**src/rtl/bcm_pkg.sv**
```systemverilog
`timescale 1ns / 1ps
// ----------------------------------------------------------------------------
// bcm_pkg
// Shared constants, register indexes and types of the binary cross
// morphology filter.
// ----------------------------------------------------------------------------
package bcm_pkg;

  // Default sizes of the line memories and the row counter.
  localparam int DEF_MAX_WIDTH  = 1024;
  localparam int DEF_MAX_HEIGHT = 4096;

  // Configuration register fields.
  localparam int MODE_W       = 2;
  localparam int IMG_WIDTH_W  = 11;
  localparam int IMG_HEIGHT_W = 13;
  localparam int CFG_ADDR_W   = 2;
  localparam int CFG_DATA_W   = 13;

  // Register indexes on the configuration port.
  localparam logic [CFG_ADDR_W-1:0] CFG_MODE       = 2'd0;
  localparam logic [CFG_ADDR_W-1:0] CFG_IMG_WIDTH  = 2'd1;
  localparam logic [CFG_ADDR_W-1:0] CFG_IMG_HEIGHT = 2'd2;

  // Operating modes; any other code passes pixels through.
  localparam logic [MODE_W-1:0] MODE_ERODE  = 2'd0;
  localparam logic [MODE_W-1:0] MODE_DILATE = 2'd1;

  // Register reset values.
  localparam logic [MODE_W-1:0]       MODE_RST       = MODE_ERODE;
  localparam logic [IMG_WIDTH_W-1:0]  IMG_WIDTH_RST  = 11'd1024;
  localparam logic [IMG_HEIGHT_W-1:0] IMG_HEIGHT_RST = 13'd1024;

  // Depth of the output queue.
  localparam int OUT_DEPTH = 4;

  // Position flags of one accepted pixel.
  typedef struct packed {
    logic has_centre;  // a centre pixel of the row above is due
    logic border;      // that centre lies on the image border
    logic self_emit;   // pixel is on the last row and is emitted itself
    logic last_col;    // pixel is the last one of its row
  } pos_t;

  // One result item.
  typedef struct packed {
    logic pix;
    logic last;
  } result_t;

endpackage

```
**src/rtl/binary_cross_morphology.sv**
```systemverilog
`timescale 1ns / 1ps
// An accepted pixel is held in the window stage register, then pushed into the
// output queue once that has room, and is offered on m_axis from the queue.
// Throughput: one input pixel per cycle while the output queue has room;
// last-row pixels yield two results, so there the single output port limits it.
// Reset clears counters and queue and presets configuration; line memories
// need no clearing. Input waits on refetch, set after reset or a register write.
// ----------------------------------------------------------------------------
// binary_cross_morphology
// Streaming 3x3 cross erosion / dilation (or pass-through) of a binary raster
// image, built around two line memories (previous row and row before it).
// ----------------------------------------------------------------------------
module binary_cross_morphology
  import bcm_pkg::*;
#(
  parameter int MAX_WIDTH  = DEF_MAX_WIDTH,
  parameter int MAX_HEIGHT = DEF_MAX_HEIGHT
) (
  input  logic                  clk,
  input  logic                  rst,
  // Configuration write port.
  input  logic                  cfg_we,
  input  logic [CFG_ADDR_W-1:0] cfg_addr,
  input  logic [CFG_DATA_W-1:0] cfg_data,
  // Input stream.
  input  logic                  s_axis_tvalid,
  output logic                  s_axis_tready,
  input  logic [7:0]            s_axis_tdata,   // [0] pixel_in, [7:1] zero
  // Output stream.
  output logic                  m_axis_tvalid,
  input  logic                  m_axis_tready,
  output logic [7:0]            m_axis_tdata,   // [0] pixel_out, [7:1] zero
  output logic                  m_axis_tlast    // frame_last
);

  localparam int CW = $clog2(MAX_WIDTH);

  // Configuration registers.
  logic [MODE_W-1:0]       mode;
  logic [IMG_WIDTH_W-1:0]  img_width;
  logic [IMG_HEIGHT_W-1:0] img_height;

  always_ff @(posedge clk) begin
    if (rst) begin
      mode       <= MODE_RST;
      img_width  <= IMG_WIDTH_RST;
      img_height <= IMG_HEIGHT_RST;
    end else if (cfg_we) begin
      unique case (cfg_addr)
        CFG_MODE:       mode       <= cfg_data[MODE_W-1:0];
        CFG_IMG_WIDTH:  img_width  <= cfg_data[IMG_WIDTH_W-1:0];
        CFG_IMG_HEIGHT: img_height <= cfg_data[IMG_HEIGHT_W-1:0];
        default: ;
      endcase
    end
  end

  // A size change can move the current column, so the prefetched line
  // memory words are stale after reset or a register write.
  logic refetch;

  always_ff @(posedge clk) begin
    if (rst) begin
      refetch <= 1'b1;
    end else begin
      refetch <= cfg_we;
    end
  end

  logic          accept;
  logic          px;
  logic [CW-1:0] col;
  logic [CW-1:0] rd_addr;
  pos_t          pos;

  assign px     = s_axis_tdata[0];
  assign accept = s_axis_tvalid && s_axis_tready;

  // Raster position tracking.
  bcm_scan #(
    .MAX_WIDTH  (MAX_WIDTH),
    .MAX_HEIGHT (MAX_HEIGHT)
  ) u_scan (
    .clk        (clk),
    .rst        (rst),
    .accept     (accept),
    .img_width  (img_width),
    .img_height (img_height),
    .col        (col),
    .rd_addr    (rd_addr),
    .pos        (pos)
  );

  // Line memories. Both are read one column ahead; the current column is
  // written back at each transaction (previous row moves to the older one).
  logic prev_ram_q;
  logic old_ram_q;
  logic prev_rd;
  logic old_rd;
  logic fwd;
  logic fwd_px;
  logic fwd_centre;

  bcm_ram #(
    .WIDTH (1),
    .DEPTH (MAX_WIDTH)
  ) u_prev_row (
    .clk   (clk),
    .we    (accept),
    .waddr (col),
    .wdata (px),
    .raddr (rd_addr),
    .rdata (prev_ram_q)
  );

  bcm_ram #(
    .WIDTH (1),
    .DEPTH (MAX_WIDTH)
  ) u_older_row (
    .clk   (clk),
    .we    (accept),
    .waddr (col),
    .wdata (prev_rd),
    .raddr (rd_addr),
    .rdata (old_ram_q)
  );

  // Forwarding for a one-pixel row, where the prefetch hits the entry just
  // written in the same transaction.
  assign prev_rd = fwd ? fwd_px : prev_ram_q;
  assign old_rd  = fwd ? fwd_centre : old_ram_q;

  always_ff @(posedge clk) begin
    if (rst) begin
      fwd <= 1'b0;
    end else begin
      fwd <= accept && (rd_addr == col);
    end
  end

  always_ff @(posedge clk) begin
    if (accept) begin
      fwd_px     <= px;
      fwd_centre <= prev_rd;
    end
  end

  // Window stage: centre, up and left are captured at the transaction; the
  // right neighbor is the prefetched previous-row entry.
  logic    s1_valid;
  pos_t    s1_pos;
  logic    s1_px;
  logic    s1_centre;
  logic    s1_up;
  logic    s1_left;
  logic    left_q;
  logic    room;
  logic    push_go;
  logic    centre_res;
  logic [1:0] push_cnt;
  result_t res_centre;
  result_t res_self;
  result_t push_d0;
  result_t out_data;

  assign push_go       = s1_valid && room;
  assign s_axis_tready = (!s1_valid || push_go) && !refetch;

  always_ff @(posedge clk) begin
    if (rst) begin
      s1_valid <= 1'b0;
    end else if (accept) begin
      s1_valid <= 1'b1;
    end else if (push_go) begin
      s1_valid <= 1'b0;
    end
  end

  always_ff @(posedge clk) begin
    if (accept) begin
      s1_pos    <= pos;
      s1_px     <= px;
      s1_centre <= prev_rd;
      s1_up     <= old_rd;
      s1_left   <= left_q;
      left_q    <= prev_rd;
    end
  end

  // Cross operator on the centre pixel.
  always_comb begin
    centre_res = s1_centre;
    if (!s1_pos.border) begin
      unique case (mode)
        MODE_ERODE:  centre_res = s1_centre & s1_up & s1_left & prev_rd & s1_px;
        MODE_DILATE: centre_res = s1_centre | s1_up | s1_left | prev_rd | s1_px;
        default:     centre_res = s1_centre;
      endcase
    end
  end

  // Results of the pixel: the centre above if due, then itself on the last row.
  always_comb begin
    res_centre.pix  = centre_res;
    res_centre.last = 1'b0;
    res_self.pix    = s1_px;
    res_self.last   = s1_pos.last_col;
    push_d0         = s1_pos.has_centre ? res_centre : res_self;
    if (push_go) begin
      push_cnt = {1'b0, s1_pos.has_centre} + {1'b0, s1_pos.self_emit};
    end else begin
      push_cnt = 2'd0;
    end
  end

  bcm_out_queue u_out_queue (
    .clk       (clk),
    .rst       (rst),
    .push_cnt  (push_cnt),
    .push_d0   (push_d0),
    .push_d1   (res_self),
    .room      (room),
    .out_valid (m_axis_tvalid),
    .out_ready (m_axis_tready),
    .out_data  (out_data)
  );

  assign m_axis_tdata = {7'd0, out_data.pix};
  assign m_axis_tlast = out_data.last;

endmodule

```
**src/rtl/bcm_ram.sv**
```systemverilog
`timescale 1ns / 1ps
// ----------------------------------------------------------------------------
// bcm_ram
// Generic simple dual-port RAM with one write port and one registered read
// port. A read at the address being written returns the old contents.
// ----------------------------------------------------------------------------
module bcm_ram #(
  parameter int WIDTH = 1,
  parameter int DEPTH = 1024
) (
  input  logic                     clk,
  input  logic                     we,
  input  logic [$clog2(DEPTH)-1:0] waddr,
  input  logic [WIDTH-1:0]         wdata,
  input  logic [$clog2(DEPTH)-1:0] raddr,
  output logic [WIDTH-1:0]         rdata
);

  logic [WIDTH-1:0] mem [DEPTH];

  // Write and registered read.
  always_ff @(posedge clk) begin
    if (we) begin
      mem[waddr] <= wdata;
    end
    rdata <= mem[raddr];
  end

endmodule

```
**src/rtl/bcm_scan.sv**
```systemverilog
`timescale 1ns / 1ps
// ----------------------------------------------------------------------------
// bcm_scan
// Raster position tracker: column and row counters with size clamping,
// position flags of the pixel being accepted, and the line memory read
// address (prefetch of the next pixel's column).
// ----------------------------------------------------------------------------
module bcm_scan
  import bcm_pkg::*;
#(
  parameter int MAX_WIDTH  = DEF_MAX_WIDTH,
  parameter int MAX_HEIGHT = DEF_MAX_HEIGHT
) (
  input  logic                         clk,
  input  logic                         rst,
  input  logic                         accept,
  input  logic [IMG_WIDTH_W-1:0]       img_width,
  input  logic [IMG_HEIGHT_W-1:0]      img_height,
  output logic [$clog2(MAX_WIDTH)-1:0] col,
  output logic [$clog2(MAX_WIDTH)-1:0] rd_addr,
  output pos_t                         pos
);

  localparam int CW  = $clog2(MAX_WIDTH);
  localparam int RW  = $clog2(MAX_HEIGHT);
  localparam int WSW = (IMG_WIDTH_W > $clog2(MAX_WIDTH + 1)) ?
                       IMG_WIDTH_W : $clog2(MAX_WIDTH + 1);
  localparam int HSW = (IMG_HEIGHT_W > $clog2(MAX_HEIGHT + 1)) ?
                       IMG_HEIGHT_W : $clog2(MAX_HEIGHT + 1);

  logic [CW-1:0]  col_count;
  logic [RW-1:0]  row_count;
  logic [WSW-1:0] w_eff;
  logic [HSW-1:0] h_eff;
  logic           col_wrap;
  logic [CW-1:0]  c;
  logic [HSW-1:0] r_pre;
  logic [RW-1:0]  r;
  logic [WSW-1:0] c_inc;
  logic [HSW-1:0] r_inc;
  logic           at_row_end;
  logic           last_row;
  logic [CW-1:0]  col_next;
  logic [RW-1:0]  row_next;

  // Image size clamped to one up to the memory size (width) and MAX_HEIGHT.
  always_comb begin
    if (img_width == '0) begin
      w_eff = WSW'(1);
    end else if (WSW'(img_width) > WSW'(MAX_WIDTH)) begin
      w_eff = WSW'(MAX_WIDTH);
    end else begin
      w_eff = WSW'(img_width);
    end
    if (img_height == '0) begin
      h_eff = HSW'(1);
    end else if (HSW'(img_height) > HSW'(MAX_HEIGHT)) begin
      h_eff = HSW'(MAX_HEIGHT);
    end else begin
      h_eff = HSW'(img_height);
    end
  end

  // Position of the pixel now offered; counters beyond a shrunk size wrap.
  always_comb begin
    col_wrap = WSW'(col_count) >= w_eff;
    c        = col_wrap ? '0 : col_count;
    r_pre    = col_wrap ? HSW'(row_count) + HSW'(1) : HSW'(row_count);
    r        = (r_pre >= h_eff) ? '0 : r_pre[RW-1:0];
  end

  // Position of the pixel after it.
  always_comb begin
    c_inc      = WSW'(c) + WSW'(1);
    r_inc      = HSW'(r) + HSW'(1);
    at_row_end = c_inc >= w_eff;
    last_row   = r_inc == h_eff;
    if (at_row_end) begin
      col_next = '0;
      row_next = (r_inc >= h_eff) ? '0 : r_inc[RW-1:0];
    end else begin
      col_next = c_inc[CW-1:0];
      row_next = r;
    end
  end

  // Flags of the pixel being accepted.
  always_comb begin
    pos.has_centre = r != '0;
    pos.border     = (r == RW'(1)) || (c == '0) || at_row_end;
    pos.self_emit  = last_row;
    pos.last_col   = at_row_end;
  end

  assign col     = c;
  assign rd_addr = accept ? col_next : c;

  // Counters.
  always_ff @(posedge clk) begin
    if (rst) begin
      col_count <= '0;
      row_count <= '0;
    end else if (accept) begin
      col_count <= col_next;
      row_count <= row_next;
    end
  end

endmodule

```
**src/rtl/bcm_out_queue.sv**
```systemverilog
`timescale 1ns / 1ps
// ----------------------------------------------------------------------------
// bcm_out_queue
// Small output queue that takes up to two results per cycle and hands out
// one per transaction on the output stream.
// ----------------------------------------------------------------------------
module bcm_out_queue
  import bcm_pkg::*;
(
  input  logic       clk,
  input  logic       rst,
  input  logic [1:0] push_cnt,
  input  result_t    push_d0,
  input  result_t    push_d1,
  output logic       room,
  output logic       out_valid,
  input  logic       out_ready,
  output result_t    out_data
);

  localparam int PW = $clog2(OUT_DEPTH);
  localparam int NW = $clog2(OUT_DEPTH + 1);

  result_t       mem [OUT_DEPTH];
  logic [PW-1:0] wr_ptr;
  logic [PW-1:0] rd_ptr;
  logic [NW-1:0] count;
  logic          pop;

  assign room      = count <= NW'(OUT_DEPTH - 2);
  assign out_valid = count != '0;
  assign out_data  = mem[rd_ptr];
  assign pop       = out_valid && out_ready;

  // Entry storage.
  always_ff @(posedge clk) begin
    if (push_cnt != 2'd0) begin
      mem[wr_ptr] <= push_d0;
    end
    if (push_cnt == 2'd2) begin
      mem[wr_ptr + PW'(1)] <= push_d1;
    end
  end

  // Pointers and fill level.
  always_ff @(posedge clk) begin
    if (rst) begin
      wr_ptr <= '0;
      rd_ptr <= '0;
      count  <= '0;
    end else begin
      wr_ptr <= wr_ptr + PW'(push_cnt);
      rd_ptr <= rd_ptr + PW'(pop);
      count  <= count + NW'(push_cnt) - NW'(pop);
    end
  end

endmodule
```
**config.mk**
```make
export PLATFORM = sky130hd
export DESIGN_NAME = binary_cross_morphology
export DESIGN_NICKNAME = d
export VERILOG_FILES = /design/src/rtl/bcm_pkg.sv /design/src/rtl/binary_cross_morphology.sv /design/src/rtl/bcm_ram.sv /design/src/rtl/bcm_scan.sv /design/src/rtl/bcm_out_queue.sv
export SDC_FILE = /design/constraint.sdc
export NUM_CORES = 2
export LEC_CHECK = 0
export BUFFER_PORTS_ARGS = -buffer_cell sky130_fd_sc_hd__buf_4
export CAP_MARGIN = 20
export CORE_MARGIN = 1
export CORE_UTILIZATION = 54
export DETAILED_ROUTE_END_ITERATION = 10
export PLACE_DENSITY_LB_ADDON = 0.15
export RECOVER_POWER = 25
export SYNTH_ARGS = -nofsm -noshare
export SYNTH_HDL_FRONTEND = slang
export SYNTH_SLANG_ARGS = --single-unit
```
**constraint.sdc**
```tcl
create_clock -name clk -period 11.14 [get_ports clk]
set_clock_uncertainty 0.05 [all_clocks]
set_input_delay 0.557 -clock clk [delete_from_list [all_inputs] [get_ports clk]]
set_output_delay 0.557 -clock clk [all_outputs]
set_load 0.1 [all_outputs]
```
==> impl_metrics.json <==
{
  "final_cells": 10036,
  "slew_violations": 883,
  "rsz0062_at_grt": "no",
  "fmax_mhz": 106,
  "drtIter0Drc": 9112,
  "cts_buffers": 211,
  "async_reset_ff_frac": 0,
  "clock_sinks": 2124,
  "worstPathArrival_ns": 10.17,
  "maxCapViolations": 7,
  "whs_ns": 0.0716,
  "finalNetCount": 7735,
  "rows": 150,
  "tightestPinTransition_ns": 5.14,
  "max-slew-margin-rel": -2.43,
  "final-seq-area_sq_um": 63200,
  "violations": "capacitance limit, slew limit",
  "slowest_delay_ns": 0.80,
  "crit_top_cell": "ha_1",
  "fillers": 13380,
  "final-hold-violation-count": 0,
  "powerDensity_nw_per_um2": 168,
  "hp-class": "in2reg",
  "crit_required_ns": 11.90,
  "synth-seq-cells": 2124,
  "drive_gt1_frac": 0.0815,
  "ys.flop_type": "edfxtp_1",
  "status": "finished, violations left",
  "avgSynthCellArea_sq_um": 11.7,
  "crit_fanout": 10,
  "overflow": 0,
  "period_needed_ns": 9.41,
  "slowest_stage": "a21o_1",
  "h-tree-depth": 4,
  "synthTopCellsByArea": "edfxtp_1, nand2_1, nor2_1",
  "ys_seq_area_frac": 0.690,
  "synthesis.area_sq_um": 91500,
  "path_clk_slew_ns": 0.06,
  "synth_cell_types": 92,
  "post_cts_buffers": 0,
  "synth-simple-area-share": 0.187,
  "grt_antenna_before_repair": 8,
  "startpoint_type": "flop",
  "synth_top_family_by_area": "simple AND/OR/NAND/NOR gates",
  "synth.top_cell.area_share": 0.677,
  "start_util": 0.545,
  "synth_cells": 7796,
  "synth_enable_flop_cells": 2064,
  "fin_setup_tns_ns": 0,
  "yosysWarnings": 0,
  "dp.cells": 9618,
  "fin_crit_sh": 0.845,
  "wl_per_cell_microns": 27.0,
  "synthMuxAreaShare": 0.0284,
  "routed_wl_microns": 271000,
  "gp_congestion": 0.877,
  "clock-root-buffer": "clkbuf_16",
  "core_sq_um": 168000,
  "ir_drop_v": 0.000124,
  "drc": 0,
  "worstSetupEndpointType": "flop",
  "critPathLaunch": "img_width[6]",
  "synth_fa_ha_area_frac": 0.00856,
  "grt_max_degree": 228,
  "cts_resized": 0,
  "vias": 63240,
  "port_buffers": 24,
  "first_pass_iters": 7,
  "dieHeight_microns": 414,
  "clk-insertion-delay-late_ns": 0.87,
  "path_class": "reg2reg",
  "cts_hold_repair.buffers": 14,
  "syn_to_final_growth_pct": 10.0,
  "final_common_cell": "edfxtp_1",
  "drtAntennaViolNets": 0,
  "cts_tree": "built",
  "first_global_vias": 59431,
  "multi_input_area_sq_um": 25600,
  "synth_top_cell_by_area": "edfxtp_1",
  "post-dp-hpwl_microns": 149000,
  "finalSetupViolCount": 0,
  "grt_pass1_wl_microns": 392000,
  "cts_max_path_buffers": 3,
  "synth_compound_area_frac": 0.0502,
  "io_pins": 39,
  "p_leak_uw": 0.0340,
  "synth-xor-area-share": 0.00278,
  "die_w_microns": 414,
  "dieArea_sq_um": 171000,
  "grt_usage": 0.314,
  "final_cell_mix": "edfxtp_1, nand2_1, nor2_1, nand3_1, clkbuf_16",
  "worstReg2RegStart": "img_width[6]",
  "hold_start": "cfg_addr[0]",
  "viasPerCell": 6.30
}
[Yosys cell counts, types with 34 or more instances]
library cell / n
nor4_1: 35
buf_2: 238
buf_1: 40
mux4_2: 43
nand2_1: 1807
and3_1: 118
a221oi_1: 34
a21oi_1: 193
edfxtp_1: 2064
o21ai_0: 58
clkbuf_1: 253
nand3_1: 806
buf_4: 58
a31oi_1: 115
mux2i_1: 158
ha_1: 61
dfxtp_1: 60
nor2_1: 1132
nand4_1: 43
[critical path, delay by kind of cell (launching register included)]
kind / cells / cell delay, ns
flip-flops: 1 / 0.32
buffers and inverters: 3 / 0.62
AO/OA/AOI/OAI: 12 / 4.60
adder cells (fa/ha/maj): 3 / 0.87
AND/OR/NAND/NOR: 12 / 2.90
[final timing paths]
check	to	slack (ns)	cells after the start
hold / removal	mode[1]	0.07	4
setup / recovery	u_older_row.rdata	1.73	30
setup reg to reg	u_older_row.rdata	1.73	30
hold reg to reg	img_height[1]	0.43	2
[cell families (layout without fill, tap and decap cells)]
family          Yosys count  count (layout)
simple gates           4066            4066
fa+ha+maj                62              62
mux                     205             205
xor+xnor                 29              29
compound gates          672             672
buf+inv                 637             662
flops                  2124            2124
other cells               1              12
[stage by stage]
step / util / setup WS (ns) / area (sq um) / power, uW
6_report: 0.600 / 1.73 / 101000 / 16900
5_1_grt: 0.600 / 1.26 / 101000 / 17300
4_1_cts: 0.600 / 1.94 / 101000 / 16900
3_5_place_dp: 0.558 / 1.96 / 93700 / 9870
3_3_place_gp: 0.558 / 1.74 / 93600 / 9860
2_1_floorplan: - / 2.12 / 91500 / 9630
[cell type report]
class | instances | share of cell area
Sequential cell | 2124 | 0.627
Multi-Input combinational cell | 5041 | 0.254
Clock buffer | 245 | 0.0541
Tap cell | 2204 | 0.0274
Timing Repair Buffer | 231 | 0.0209
Clock inverter | 150 | 0.0145
Inverter | 36 | 0.00134
Antenna cell | 5 | 0.000124
[sequential cells by signal, indices dropped and copies added, names as in the netlist]
signal	count
mode	2
u_out_queue.wr_ptr	2
res_self	1
u_older_row.rdata	1
img_width	11
s1_left	1
u_out_queue.rd_ptr	2
left_q	1
s1_valid	1
u_scan.col_count	10
u_prev_row.mem	1024
s1_pos	3
fwd	1
u_out_queue.count	3
img_height	13
u_older_row.mem	1024
s1_px	1
u_out_queue.mem	8
s1_up	1
u_scan.row_count	12
u_prev_row.rdata	1
refetch	1
[routing by layer]
metal,routed length [microns],global-route usage,vias up
met5,34,0,-
met4,10200,0.119,6
met3,29400,0.0595,546
met2,125000,0.485,3571
met1,106000,0.444,31436
li1,-,-,27681
[report_power, final]
group	leakage [uW]	switching, uW	internal (uW)
clock network	0.00339	3090	4060
logic	0.0116	638	247
registers	0.0190	14.5	8820
Note: power is estimated with default switching activity, not from simulation.
